==> config.mk <==
export PLATFORM = sky130hd
export DESIGN_NAME = credit_gated_tail_drop_buffer_flat
export DESIGN_NICKNAME = d
export VERILOG_FILES = /design/src/cgtd_pkg.sv /design/src/cgtd_req_if.sv /design/src/cgtd_res_if.sv /design/src/cgtd_cfg_if.sv /design/src/cgtd_cell.sv /design/src/cgtd_cell_chain.sv /design/src/cgtd_skid.sv /design/src/credit_gated_tail_drop_buffer.sv /design/src/flat_wrapper.sv
export SDC_FILE = /design/constraint.sdc
export NUM_CORES = 2
export LEC_CHECK = 0
export ABC_CLOCK_PERIOD_IN_PS = 5200
export BUFFER_PORTS_ARGS = -buffer_cell sky130_fd_sc_hd__buf_2
export CORE_MARGIN = 5
export CORE_UTILIZATION = 40
export CTS_BUF_LIST = sky130_fd_sc_hd__clkbuf_4
export CTS_CLUSTER_SIZE = 25
export DETAILED_ROUTE_END_ITERATION = 6
export SLEW_MARGIN = 20
export SYNTH_ARGS = -nofsm -noshare
export SYNTH_HDL_FRONTEND = slang
export SYNTH_SLANG_ARGS = --single-unit
==> constraint.sdc <==
create_clock -name clk -period 5.2 [get_ports clk]
set_input_delay 1.04 -clock clk [delete_from_list [all_inputs] [get_ports clk]]
set_output_delay 1.04 -clock clk [all_outputs]
set_load 0.005 [all_outputs]
==> src/cgtd_pkg.sv <==
// Shared types and constants for the credit-gated tail-drop buffer.
// No dependencies; every other file of the block but cgtd_skid imports this package.
`timescale 1ns / 1ps
`default_nettype none

package cgtd_pkg;

	localparam int QUEUE_DEPTH_DEF  = 64;
	localparam int PAYLOAD_BITS_DEF = 32;

	localparam int REQ_W   = 2;
	localparam int ACT_W   = 2;
	localparam int LIMIT_W = 7;

	localparam logic [LIMIT_W-1:0] LIMIT_RESET = LIMIT_W'(16);

	typedef enum logic [REQ_W-1:0] {
		REQ_ARRIVE = 2'd0,
		REQ_ACK    = 2'd1,
		REQ_TICK   = 2'd2
	} cgtd_req_t;

	typedef enum logic [ACT_W-1:0] {
		ACT_NONE = 2'd0,
		ACT_FWD  = 2'd1,
		ACT_DROP = 2'd2
	} cgtd_act_t;

	// per-cell control: shift pulls the neighbor's entry, load takes the write data
	typedef struct packed {
		logic shift;
		logic load;
	} cgtd_cell_ctrl_t;

	// queue command for the whole cell row
	typedef struct packed {
		logic pop;
		logic push;
	} cgtd_chain_cmd_t;

endpackage

`default_nettype wire

==> src/cgtd_req_if.sv <==
// Request channel of the credit-gated tail-drop buffer: event type and payload.
// Depends on cgtd_pkg.
`timescale 1ns / 1ps
`default_nettype none

interface cgtd_req_if #(
	parameter int PAYLOAD_BITS = 32
);
	import cgtd_pkg::*;

	logic                    valid;
	logic                    ready;
	logic [REQ_W-1:0]        req_type;
	logic [PAYLOAD_BITS-1:0] payload;

	modport source (output valid, output req_type, output payload, input ready);
	modport sink   (input valid, input req_type, input payload, output ready);

endinterface

`default_nettype wire

==> src/cgtd_res_if.sv <==
// Result channel of the credit-gated tail-drop buffer: action, payload, queue length.
// Depends on cgtd_pkg.
`timescale 1ns / 1ps
`default_nettype none

interface cgtd_res_if #(
	parameter int PAYLOAD_BITS = 32,
	parameter int LEN_W        = 7
);
	import cgtd_pkg::*;

	logic                    valid;
	logic                    ready;
	logic [ACT_W-1:0]        action;
	logic [PAYLOAD_BITS-1:0] out_payload;
	logic [LEN_W-1:0]        queue_length;

	modport source (output valid, output action, output out_payload, output queue_length,
		input ready);
	modport sink   (input valid, input action, input out_payload, input queue_length,
		output ready);

endinterface

`default_nettype wire

==> src/cgtd_cfg_if.sv <==
// Configuration write channel: carries the queue limit register value.
// Depends on cgtd_pkg.
`timescale 1ns / 1ps
`default_nettype none

interface cgtd_cfg_if;
	import cgtd_pkg::*;

	logic               valid;
	logic               ready;
	logic [LIMIT_W-1:0] queue_limit;

	modport source (output valid, output queue_limit, input ready);
	modport sink   (input valid, input queue_limit, output ready);

endinterface

`default_nettype wire

==> src/cgtd_cell.sv <==
// One queue cell: holds a single entry, loads new data or takes its neighbor's entry.
// Depends on cgtd_pkg.
`timescale 1ns / 1ps
`default_nettype none

module cgtd_cell #(
	parameter int PAYLOAD_BITS = cgtd_pkg::PAYLOAD_BITS_DEF
) (
	input  wire                          clk,
	input  cgtd_pkg::cgtd_cell_ctrl_t    ctrl,
	input  wire  [PAYLOAD_BITS-1:0]      load_data,
	input  wire  [PAYLOAD_BITS-1:0]      next_data,
	output logic [PAYLOAD_BITS-1:0]      data
);
	import cgtd_pkg::*;

	logic [PAYLOAD_BITS-1:0] data_q;

	// load wins: on a rotation the tail cell takes the requeued entry
	always_ff @(posedge clk) begin
		if (ctrl.load) begin
			data_q <= load_data;
		end else if (ctrl.shift) begin
			data_q <= next_data;
		end
	end

	assign data = data_q;

endmodule

`default_nettype wire

==> src/cgtd_cell_chain.sv <==
// Row of queue cells; cell 0 is the head, entries move one cell toward it on a pop.
// Depends on cgtd_pkg and cgtd_cell.
`timescale 1ns / 1ps
`default_nettype none

module cgtd_cell_chain #(
	parameter int QUEUE_DEPTH  = cgtd_pkg::QUEUE_DEPTH_DEF,
	parameter int PAYLOAD_BITS = cgtd_pkg::PAYLOAD_BITS_DEF,
	localparam int IdxW        = $clog2(QUEUE_DEPTH)
) (
	input  wire                          clk,
	input  cgtd_pkg::cgtd_chain_cmd_t    cmd,
	input  wire  [IdxW-1:0]              wr_pos,
	input  wire  [PAYLOAD_BITS-1:0]      wr_data,
	output logic [PAYLOAD_BITS-1:0]      head
);
	import cgtd_pkg::*;

	logic [PAYLOAD_BITS-1:0] cell_data [QUEUE_DEPTH];

	for (genvar i = 0; i < QUEUE_DEPTH; i++) begin : g_cell
		cgtd_cell_ctrl_t         ctrl;
		logic [PAYLOAD_BITS-1:0] next_data;

		assign ctrl.shift = cmd.pop;
		assign ctrl.load  = cmd.push && (wr_pos == IdxW'(i));

		if (i == QUEUE_DEPTH - 1) begin : g_last
			assign next_data = cell_data[i];
		end else begin : g_mid
			assign next_data = cell_data[i + 1];
		end

		cgtd_cell #(
			.PAYLOAD_BITS(PAYLOAD_BITS)
		) u_cell (
			.clk      (clk),
			.ctrl     (ctrl),
			.load_data(wr_data),
			.next_data(next_data),
			.data     (cell_data[i])
		);
	end

	assign head = cell_data[0];

endmodule

`default_nettype wire

==> src/cgtd_skid.sv <==
// Two-entry output stage: result register plus skid register, so input ready is
// registered and one more beat is taken while the receiver stalls. No dependencies.
`timescale 1ns / 1ps
`default_nettype none

module cgtd_skid #(
	parameter int W = 8
) (
	input  wire          clk,
	input  wire          arst_n,
	input  wire          in_valid,
	input  wire  [W-1:0] in_data,
	output logic         in_ready,
	output logic         out_valid,
	input  wire          out_ready,
	output logic [W-1:0] out_data
);

	logic         out_valid_q;
	logic         skid_valid_q;
	logic [W-1:0] out_data_q;
	logic [W-1:0] skid_data_q;
	logic         advance;

	assign advance = !out_valid_q || out_ready;

	always_ff @(posedge clk or negedge arst_n) begin
		if (!arst_n) begin
			out_valid_q  <= 1'b0;
			skid_valid_q <= 1'b0;
		end else if (advance) begin
			if (skid_valid_q) begin
				out_valid_q  <= 1'b1;
				skid_valid_q <= 1'b0;
			end else begin
				out_valid_q <= in_valid;
			end
		end else if (in_valid) begin
			skid_valid_q <= 1'b1;
		end
	end

	always_ff @(posedge clk) begin
		if (advance) begin
			if (skid_valid_q) begin
				out_data_q <= skid_data_q;
			end else if (in_valid) begin
				out_data_q <= in_data;
			end
		end else if (in_valid) begin
			skid_data_q <= in_data;
		end
	end

	assign in_ready  = !skid_valid_q;
	assign out_valid = out_valid_q;
	assign out_data  = out_data_q;

endmodule

`default_nettype wire

==> src/credit_gated_tail_drop_buffer.sv <==
// Credit-gated tail-drop packet buffer, top level.
// Depends on cgtd_pkg, the cgtd_*_if interfaces, cgtd_cell_chain and cgtd_skid.
//
// Usage:
//   req  : one beat per event (arrival, consumer ack, service tick) with payload.
//   res  : exactly one beat per req beat, in order: action (none, forward, drop),
//          the forwarded or dropped payload (zero otherwise) and the queue length
//          after the event.
//   cfg  : writes the queue limit; always ready, to be written only while idle.
// The result beat is registered in the output stage when its req beat is taken.
// Throughput: one event per cycle while req.ready is high. All state is updated
// as the event is taken; the queue is a row of QUEUE_DEPTH cells that shift toward
// the head on a pop, head always in cell 0, so pop, push and requeue are one move.
// Receiver stall: the output stage holds two results; req.ready drops once the
// second one is parked and rises again the cycle after the receiver takes one.
// Reset: queue empty, nothing under service, credit present, limit 16. Queue
// cells are not cleared; an entry is only read after it has been written.
`timescale 1ns / 1ps
`default_nettype none

module credit_gated_tail_drop_buffer #(
	parameter int QUEUE_DEPTH  = cgtd_pkg::QUEUE_DEPTH_DEF,
	parameter int PAYLOAD_BITS = cgtd_pkg::PAYLOAD_BITS_DEF
) (
	input  wire        clk,
	input  wire        arst_n,
	cgtd_cfg_if.sink   cfg,
	cgtd_req_if.sink   req,
	cgtd_res_if.source res
);
	import cgtd_pkg::*;

	localparam int IdxW  = $clog2(QUEUE_DEPTH);
	localparam int CntW  = $clog2(QUEUE_DEPTH + 1);
	localparam int CmpW  = (CntW > LIMIT_W) ? CntW : LIMIT_W;
	localparam int ResW  = ACT_W + PAYLOAD_BITS + CntW;

	logic [LIMIT_W-1:0]      limit_q;
	logic                    busy_q;
	logic                    credit_q;
	logic [CntW-1:0]         fill_q;
	logic [PAYLOAD_BITS-1:0] held_q;

	logic                    busy_d;
	logic                    credit_d;
	logic [CntW-1:0]         fill_d;
	logic [PAYLOAD_BITS-1:0] held_d;

	logic                    fire;
	logic                    in_ready;
	logic [CmpW-1:0]         limit_eff;
	logic [PAYLOAD_BITS-1:0] head;
	cgtd_chain_cmd_t         cmd;
	logic [IdxW-1:0]         wr_pos;
	logic [PAYLOAD_BITS-1:0] wr_data;
	cgtd_act_t               act;
	logic [PAYLOAD_BITS-1:0] act_pay;
	logic [ResW-1:0]         res_data;

	assign fire      = req.valid && in_ready;
	assign req.ready = in_ready;
	assign cfg.ready = 1'b1;

	assign limit_eff = (CmpW'(limit_q) > CmpW'(QUEUE_DEPTH)) ? CmpW'(QUEUE_DEPTH)
		: CmpW'(limit_q);

	always_comb begin
		logic                    do_svc;
		logic [PAYLOAD_BITS-1:0] cur_held;

		do_svc   = 1'b0;
		cur_held = held_q;
		busy_d   = busy_q;
		credit_d = credit_q;
		fill_d   = fill_q;
		held_d   = held_q;
		cmd      = '0;
		wr_pos   = IdxW'(fill_q);
		wr_data  = req.payload;
		act      = ACT_NONE;
		act_pay  = '0;

		if (fire) begin
			unique case (req.req_type)
				REQ_ARRIVE: begin
					if (!busy_q) begin
						// idle: take it under service and serve it right away
						do_svc   = 1'b1;
						cur_held = req.payload;
						busy_d   = 1'b1;
						held_d   = req.payload;
					end else if (CmpW'(fill_q) < limit_eff) begin
						cmd.push = 1'b1;
						fill_d   = fill_q + CntW'(1);
					end else begin
						act     = ACT_DROP;
						act_pay = req.payload;
					end
				end
				REQ_ACK: begin
					credit_d = 1'b1;
				end
				REQ_TICK: begin
					do_svc = busy_q;
				end
				default: begin
				end
			endcase
		end

		if (do_svc) begin
			if (credit_q) begin
				act      = ACT_FWD;
				act_pay  = cur_held;
				credit_d = 1'b0;
				if (fill_q == '0) begin
					busy_d = 1'b0;
					held_d = '0;
				end else begin
					held_d  = head;
					cmd.pop = 1'b1;
					fill_d  = fill_q - CntW'(1);
				end
			end else if (fill_q != '0) begin
				// no credit: rotate, held entry goes to the tail, head comes out
				held_d   = head;
				cmd.pop  = 1'b1;
				cmd.push = 1'b1;
				wr_pos   = IdxW'(fill_q - CntW'(1));
				wr_data  = cur_held;
			end else begin
				held_d = cur_held;
			end
		end
	end

	always_ff @(posedge clk or negedge arst_n) begin
		if (!arst_n) begin
			limit_q  <= LIMIT_RESET;
			busy_q   <= 1'b0;
			credit_q <= 1'b1;
			fill_q   <= '0;
		end else begin
			if (cfg.valid) begin
				limit_q <= cfg.queue_limit;
			end
			busy_q   <= busy_d;
			credit_q <= credit_d;
			fill_q   <= fill_d;
		end
	end

	always_ff @(posedge clk) begin
		held_q <= held_d;
	end

	cgtd_cell_chain #(
		.QUEUE_DEPTH (QUEUE_DEPTH),
		.PAYLOAD_BITS(PAYLOAD_BITS)
	) u_chain (
		.clk    (clk),
		.cmd    (cmd),
		.wr_pos (wr_pos),
		.wr_data(wr_data),
		.head   (head)
	);

	cgtd_skid #(
		.W(ResW)
	) u_skid (
		.clk      (clk),
		.arst_n   (arst_n),
		.in_valid (fire),
		.in_data  ({act, act_pay, fill_d}),
		.in_ready (in_ready),
		.out_valid(res.valid),
		.out_ready(res.ready),
		.out_data (res_data)
	);

	assign res.action       = res_data[ResW-1 -: ACT_W];
	assign res.out_payload  = res_data[CntW +: PAYLOAD_BITS];
	assign res.queue_length = res_data[CntW-1:0];

`ifndef SYNTH
	a_idle_empty: assert property (@(posedge clk) disable iff (!arst_n)
		!busy_q |-> fill_q == '0)
		else $error("queue holds entries while nothing is under service");

	a_fill_bound: assert property (@(posedge clk) disable iff (!arst_n)
		fill_q <= CntW'(QUEUE_DEPTH))
		else $error("queue fill beyond cell count");

	a_result_follows: assert property (@(posedge clk) disable iff (!arst_n)
		fire |=> res.valid)
		else $error("accepted beat produced no result");

	a_ack_credit: assert property (@(posedge clk) disable iff (!arst_n)
		fire && req.req_type == REQ_ACK |=> credit_q)
		else $error("acknowledgement did not restore credit");
`endif

endmodule

`default_nettype wire
==> src/flat_wrapper.sv <==
// flat-port wrapper written by rule: the top's interface ports become plain ports
module credit_gated_tail_drop_buffer_flat import cgtd_pkg::*;
#(
	parameter int QUEUE_DEPTH  = cgtd_pkg::QUEUE_DEPTH_DEF,
	parameter int PAYLOAD_BITS = cgtd_pkg::PAYLOAD_BITS_DEF
)
  (clk, arst_n, cfg_valid, cfg_queue_limit, cfg_ready, req_valid, req_req_type, req_payload, req_ready, res_valid, res_action, res_out_payload, res_queue_length, res_ready);
  cgtd_cfg_if cfg_i ();
  cgtd_req_if #(.PAYLOAD_BITS(PAYLOAD_BITS)) req_i ();
  cgtd_res_if #(.PAYLOAD_BITS(PAYLOAD_BITS)) res_i ();
  input  wire clk;
  input  wire arst_n;
  input wire logic [$bits(cfg_i.valid)-1:0] cfg_valid;
  input wire logic [$bits(cfg_i.queue_limit)-1:0] cfg_queue_limit;
  output wire logic [$bits(cfg_i.ready)-1:0] cfg_ready;
  input wire logic [$bits(req_i.valid)-1:0] req_valid;
  input wire logic [$bits(req_i.req_type)-1:0] req_req_type;
  input wire logic [$bits(req_i.payload)-1:0] req_payload;
  output wire logic [$bits(req_i.ready)-1:0] req_ready;
  output wire logic [$bits(res_i.valid)-1:0] res_valid;
  output wire logic [$bits(res_i.action)-1:0] res_action;
  output wire logic [$bits(res_i.out_payload)-1:0] res_out_payload;
  output wire logic [$bits(res_i.queue_length)-1:0] res_queue_length;
  input wire logic [$bits(res_i.ready)-1:0] res_ready;
  assign cfg_i.valid = cfg_valid;
  assign cfg_i.queue_limit = cfg_queue_limit;
  assign cfg_ready = cfg_i.ready;
  assign req_i.valid = req_valid;
  assign req_i.req_type = req_req_type;
  assign req_i.payload = req_payload;
  assign req_ready = req_i.ready;
  assign res_valid = res_i.valid;
  assign res_action = res_i.action;
  assign res_out_payload = res_i.out_payload;
  assign res_queue_length = res_i.queue_length;
  assign res_i.ready = res_ready;
  credit_gated_tail_drop_buffer #(.QUEUE_DEPTH(QUEUE_DEPTH), .PAYLOAD_BITS(PAYLOAD_BITS)) u_core (.clk(clk), .arst_n(arst_n), .cfg(cfg_i), .req(req_i), .res(res_i));
endmodule
# Word level (Yosys, flattened, before mapping)
# Index checks and enable logic that the tools add are counted.
[op_classes] order_cmp=2 reduce_logical=139 addsub=2 mux=183 n_bitwise=1 n_eq_ne=65
[op_table] cell="$mux 32" count=141
[op_table] cell="$eq 6x6->1 const B" count=32
[op_table] cell="$reduce_bool 2->1" count=65
[op_table] cell="$eq 6x5->1 const B" count=16
[op_table] cell="$mux 41" count=2
[op_table] cell="$logic_and 1x1->1" count=65
[op_table] cell="$mux 7" count=8
[op_table] cell="$eq 6x4->1 const B" count=8
[op_table] cell="$eq 6x3->1 const B" count=4
[op_table] cell="$mux 1" count=21
[op_table] cell="$mux 6" count=3
[op_table] cell="$mux 2" count=7
[op_table] cell="$eq 6x2->1 const B" count=2
[op_table] cell="$add 7x1->7 const B" count=1
[op_table] cell="$gt 7x7->1 const B" count=1
[op_table] cell="$logic_not 7->1" count=1
[op_table] cell="$lt 7x7->1" count=1
[op_table] cell="$reduce_bool 7->1" count=1
[op_table] cell="$sub 7x1->7 const B" count=1
[op_table] cell="$eq 6x1->1 const B" count=1
[op_table] cell="$logic_not 6->1" count=1
[op_table] cell="$reduce_and 2->1" count=2
[op_table] cell="$eq 2x1->1 const B" count=1
[op_table] cell="$eq 2x2->1 const B" count=1
[op_table] cell="other kinds (5)" count=6
[totals] wordCells=465 regBits=2180 output_inout_bits=44 inputBits=46

# Longest topological paths before layout
[logic_depth] depth_word=12 ltp_mapped=13 ltp_nobuf=9

# Modules after synthesis
# From an unflattened synthesis, not the netlist that was laid out.
[hier_totals] cells_unflattened=4990 area_unflattened_um2=103529.3
[modules_own_cells] module="cgtd_cell" instances=64 seq_area_each_um2=960.9 cells_each=69 area_each_um2=1507.7
[modules_own_cells] module="credit_gated_tail_drop_buffer" instances=1 seq_area_each_um2=1043.5 cells_each=343 area_each_um2=3323.2
[modules_own_cells] module="cgtd_skid" instances=1 seq_area_each_um2=2512.4 cells_each=138 area_each_um2=3244.4
[modules_own_cells] module="cgtd_cell_chain" instances=1 seq_area_each_um2=0.0 cells_each=93 area_each_um2=469.2

# Worst setup path before layout
# OpenSTA, ideal clock, no wires.
[synth_timing] kind="in2reg" from="in req_req_type[1]" to="reg u_core.u_chain.g_cell[63].u_cell.data_q[0] (enable)" slack_ns=-0.006 stages=6 arrival_time_ns=4.745 required_time_ns=4.739 n_path_buf=2 setup_ns=0.461 cell_sequence="buf_2 > xnor2_1 > nand4_2 > o41a_1 > buf_6 > nor3_1"
[synth_lines] item="start, declared" line="flat_wrapper.sv:17" text="input wire logic [$bits(req_i.req_type)-1:0] req_req_type;"
[synth_lines] item="end signal, assigned" line="cgtd_cell.sv:22" text="data_q <= load_data;"
[synth_lines] item="end signal, assigned" line="cgtd_cell.sv:24" text="data_q <= next_data;"
[synth_lines] item="end, declared" line="cgtd_cell.sv:17" text="logic [PAYLOAD_BITS-1:0] data_q;"

# Final worst setup path
[layout_timing] from="reg u_core.fill_q[1]" to="reg u_core.u_chain.g_cell[48].u_cell.data_q[1] (data pin)"
[layout_via] elab_chain_len=10 elab_cells_between_ends=19 classes_between="add/sub: 1; order compare: 1; eq/ne: 1; mux: 14; reduce/logical: 2"
[layout_lines] item="start, declared" line="credit_gated_tail_drop_buffer.sv:41" text="logic [CntW-1:0] fill_q;"
[layout_lines] item="start signal, assigned" line="credit_gated_tail_drop_buffer.sv:149" text="fill_q <= fill_d;"
[layout_lines] item="$lt 7x7->1" line="credit_gated_tail_drop_buffer.sv:92" text="end else if (CmpW'(fill_q) < limit_eff) begin"
[layout_lines] item="$mux 1" line="credit_gated_tail_drop_buffer.sv:92"
[layout_lines] item="$mux 1" line="credit_gated_tail_drop_buffer.sv:86" text="if (!busy_q) begin"
[layout_lines] item="$mux 1" line="credit_gated_tail_drop_buffer.sv:84" text="unique case (req.req_type)"
[layout_lines] item="$mux 1" line="credit_gated_tail_drop_buffer.sv:83" text="if (fire) begin"
[layout_lines] item="$mux 2" line="credit_gated_tail_drop_buffer.sv:124" text="end else if (fill_q != '0) begin"
[layout_lines] item="$mux 1" line="credit_gated_tail_drop_buffer.sv:112" text="if (credit_q) begin"
[layout_lines] item="$mux 2" line="credit_gated_tail_drop_buffer.sv:111" text="if (do_svc) begin"
[layout_lines] item="$logic_and 1x1->1" line="cgtd_cell_chain.sv:26" text="assign ctrl.load = cmd.push && (wr_pos == IdxW'(i));"
[layout_lines] item="$mux 32 *" line="cgtd_cell.sv:21" text="if (ctrl.load) begin"
[layout_lines] item="end signal, assigned" line="cgtd_cell.sv:22"
[layout_lines] item="end signal, assigned" line="cgtd_cell.sv:24"
[layout_lines] item="end, declared" line="cgtd_cell.sv:17"
# Mark *: on every way between the ends. The rest lies on a longest branch, timed or not.
# A chain may end at the register's enable or synchronous reset.

==> impl.org <==
** Status
- The flow ran to the end, and the final reports show no timing, DRC or antenna violations.

** Cells and area
- Leaving out fill and tap cells, the most frequent cell in the layout is sky130_fd_sc_hd__edfxtp_1.
- Net count reported at finish :: 6335
- Commonest cells after routing, fill and taps aside :: sky130_fd_sc_hd__edfxtp_1 (2130), sky130_fd_sc_hd__mux2_2 (1509), sky130_fd_sc_hd__clkbuf_4 (872)
- Layout cell share with drive strength beyond 1 :: 0.464
- Relative to the synthesized area, the layout overhead comes to 14.7%.

** Die
- Floorplan die area :: 245000 sq um
- 90 I/O pins were placed.
- The floorplan step set the die height to about 500 microns.
- Placeable core region :: 235000 sq um
- Initial standard-cell utilization of the core :: 0.401
- The die is 495 microns wide.
- Number of placement rows :: between 150 and 200

** STA
- Final clock period utilization by the worst path :: 0.880
- Counting I/O delays and the setup requirement, the final critical path takes about 4.6 ns.
- Unrepaired setup endpoints after global routing :: false
- For the pin with the worst max-slew slack, the measured transition is 1.20 ns.
- The final hold violation count came to 0.
- Slew HR :: 0.197
- Setup_tns :: 0 ns
- Setup violations remaining at the end of the flow were counted as 0.
- The count of final max-slew check failures came to 0.
- Clock skew on the completed layout was measured at about 0.12 ns.
- FMAX :: 218 MHz

** CTS
- Maximum number of buffers from clock root to sink :: 4
- Clock transition at the register clock pins on the worst setup and hold paths after CTS :: ~0.06 ns
- Post-CTS Setup Inserts :: 0
- TritonCTS buffer count :: 593
- CTS tree :: yes
- Count of H-tree levels built during CTS :: 6
- CTS Root Cell :: sky130_fd_sc_hd__clkbuf_4
- CTS Sinks :: 2180
- The clock reaches the later pin of the worst-skew pair after 1.37 ns.

** Detailed routing
- Number of iterations in the first detailed-routing pass :: 6
- Routed wire length :: 254 mm
- Using the TritonRoute via totals, the vias-per-cell ratio works out to 5.38.
- After detailed routing, the number of remaining DRC violations is 0.
- DR WL/cell :: 25.9 microns
- Via count :: 52900
- DR iter-0 viols :: 5016
- ANT nets after route :: 0

** GRT
- Initial antenna violation count :: 21
- Global routing usage summed across all routing layers :: 0.205
- The number of global-route vias before repair came to 53800.
- Pin count of the biggest net entering global routing :: 67
- Residual overflow from global routing :: 0
- Wire length of the first global-routing pass :: 370 mm

** Pwr
- Power comes to 43.9 mW.
- Power density cells :: 407 nW/um^2
- Leakage :: 37.3 nW
- The worst-case IR drop observed on VDD is 0.000231 V.

** Logic synthesis
- After synthesis the netlist holds a flip-flop and latch count of 2180.
- Mean Syn Cell Area :: 16.5 sq um
- Post-synth EDFFs :: roughly 2100
- Post-synthesis instance area :: 94000 sq um
- Number of standard cells after synthesis :: approximately 5700
- For this run, the number of Yosys warnings is 0.
- By area the synthesized netlist is led by sky130_fd_sc_hd__edfxtp_1 (68%), sky130_fd_sc_hd__mux2_2 (18%), sky130_fd_sc_hd__mux2_1 (1.5%).
- Yosys cell types :: 73
- Share of async-settable or async-resettable flops after synthesis :: 0.00826
- Summed over all instances, the cell type with the most area after synthesis is sky130_fd_sc_hd__edfxtp_1.
- The number of nets in the synthesized netlist is roughly 5700.
- The most used flip-flop cell after synthesis is sky130_fd_sc_hd__edfxtp_1.
- Portion of the post-synthesis area used by sequential elements :: 0.692
- Synth top area share :: 0.680

** Placement
- In this run the tool buffered the top-level ports with 88 buffer cells.
- Routability congestion estimate :: 0.835
- Detailed placement ended at an HPWL of 155 mm.

** Setup path
- Startpoint Class :: flop
- Kind of capture point of the worst setup path :: flop
- Critical path data arrival time :: approximately 5.7 ns
- Worst Setup Path Type :: reg -> reg
- Critical-path maximum fanout :: 22
- At the worst endpoint, the required time is about 6.3 ns.

** Min path
- Worst hold-check path type :: in -> reg

** Job
- The tool flagged a number of max-cap violations equal to 0.
[state kept, by name (all words and copies together), names as in the netlist, 7 cells and up]
signal                             flops
u_core.held_q                         32
u_core.u_skid.out_data                41
u_core.limit_q                         7
u_core.fill_q                          7
u_core.u_chain.g_cell.u_cell.data   2048
u_core.u_skid.skid_data_q             41
[report_power, final]
| part | internal [mW] | switching, mW |
|---|---|---|
| logic | 2.02 | 4.03 |
| registers | 21.9 | 0.751 |
| clock network | 8.16 | 7.06 |
| total | 32.1 | 11.8 |
[worst paths after layout]
| check | startpoint | to | slack (ns) | depth (start not counted) |
|---|---|---|---|---|
| min in group asynchronous | arst_n | u_core.busy_q | 0.65 | 3 |
| hold / removal | req_payload[6] | u_core.held_q[6] | 0.20 | 5 |
| setup / recovery | u_core.fill_q[1] | u_core.u_chain.g_cell[48].u_cell.data[1] | 0.62 | 9 |
| setup reg to reg | u_core.fill_q[1] | u_core.u_chain.g_cell[48].u_cell.data[1] | 0.62 | 9 |
| hold reg to reg | u_core.u_chain.g_cell[0].u_cell.data[17] | u_core.held_q[17] | 0.43 | 2 |
| max in group asynchronous | arst_n | u_core.limit_q[2] | 3.24 | 4 |
[cells in the mapped netlist, drive strengths merged (8+ instances only)]
master and number:
o21ai 263, mux2 1710, a21oi 199, edfxtp 2130
buf 245, nand3 15, dfrtp 16, mux2i 33
nor2 217, nor3 49, nand2 296, inv 72
and3 11, dfxtp 32, clkbuf 244, nand2b 50
ha 8
[final cells by class]
type                    count  area, sq um
clock buffers             872         6550
well taps                3150         3940
clock inverters           104          712
fillers                 20400       127000
multi-input cells        2944        26900
inverters                  72          308
flip-flops and latches   2180        65100
diodes                     16         40.0
repair buffers            490         4370
[worst max-delay path: stages, from the launching register on]
cell and delay (ns):
sky130_fd_sc_hd__dfrtp_1 0.47, sky130_fd_sc_hd__inv_1 0.17, sky130_fd_sc_hd__ha_1 0.34, sky130_fd_sc_hd__or3b_2 0.56, sky130_fd_sc_hd__nor4_2 0.53, sky130_fd_sc_hd__a21boi_2 0.45, sky130_fd_sc_hd__nor2_4 0.22, sky130_fd_sc_hd__nor3_4 0.68
sky130_fd_sc_hd__buf_4 0.49, sky130_fd_sc_hd__mux2_2 0.39
[stage by stage]
step | hold slack, ns | setup WS, ns | utilization | cells | area [sq um]
6_report | 0.200 | 0.622 | 0.460 | 9828 | 108000
5_1_grt | 0.0758 | 0.336 | 0.460 | 9819 | 108000
4_1_cts | 0.0112 | 0.663 | 0.460 | 9812 | 108000
3_5_place_dp | 0.434 | 0.491 | 0.427 | 8783 | 100000
3_3_place_gp | 0.433 | 0.468 | 0.426 | 8781 | 100000
2_1_floorplan | 0.418 | 0.935 | - | 5685 | 94000
[kinds of logic after synthesis]
group | Yosys count | share of synthesized area
xor gates and xnor gates | 8 | 0.000825
buffers and inverters | 561 | 0.0297
adders and majority gates | 8 | 0.00106
and+or+nand+nor | 670 | 0.0355
muxes | 1743 | 0.211
DFF | 2180 | 0.692
AOI/OAI and AO/OA | 514 | 0.0296
other | 1 | 0.0000399
[repair_timing]
item	CTS	global route
hold buffers	53	0
resized for setup	0	0
endpoints found under the hold margin	64	0
[layer usage]
layer | vias to the layer above | routed length, microns | track usage
met3 | 417 | 19200 | 0.0439
met1 | 27400 | 108000 | 0.278
li1 | 23000 | - | -
met5 | - | 0 | 0
met2 | 2050 | 119000 | 0.325
met4 | 0 | 8500 | 0.0733
Note: power is estimated with default switching activity, not from simulation.
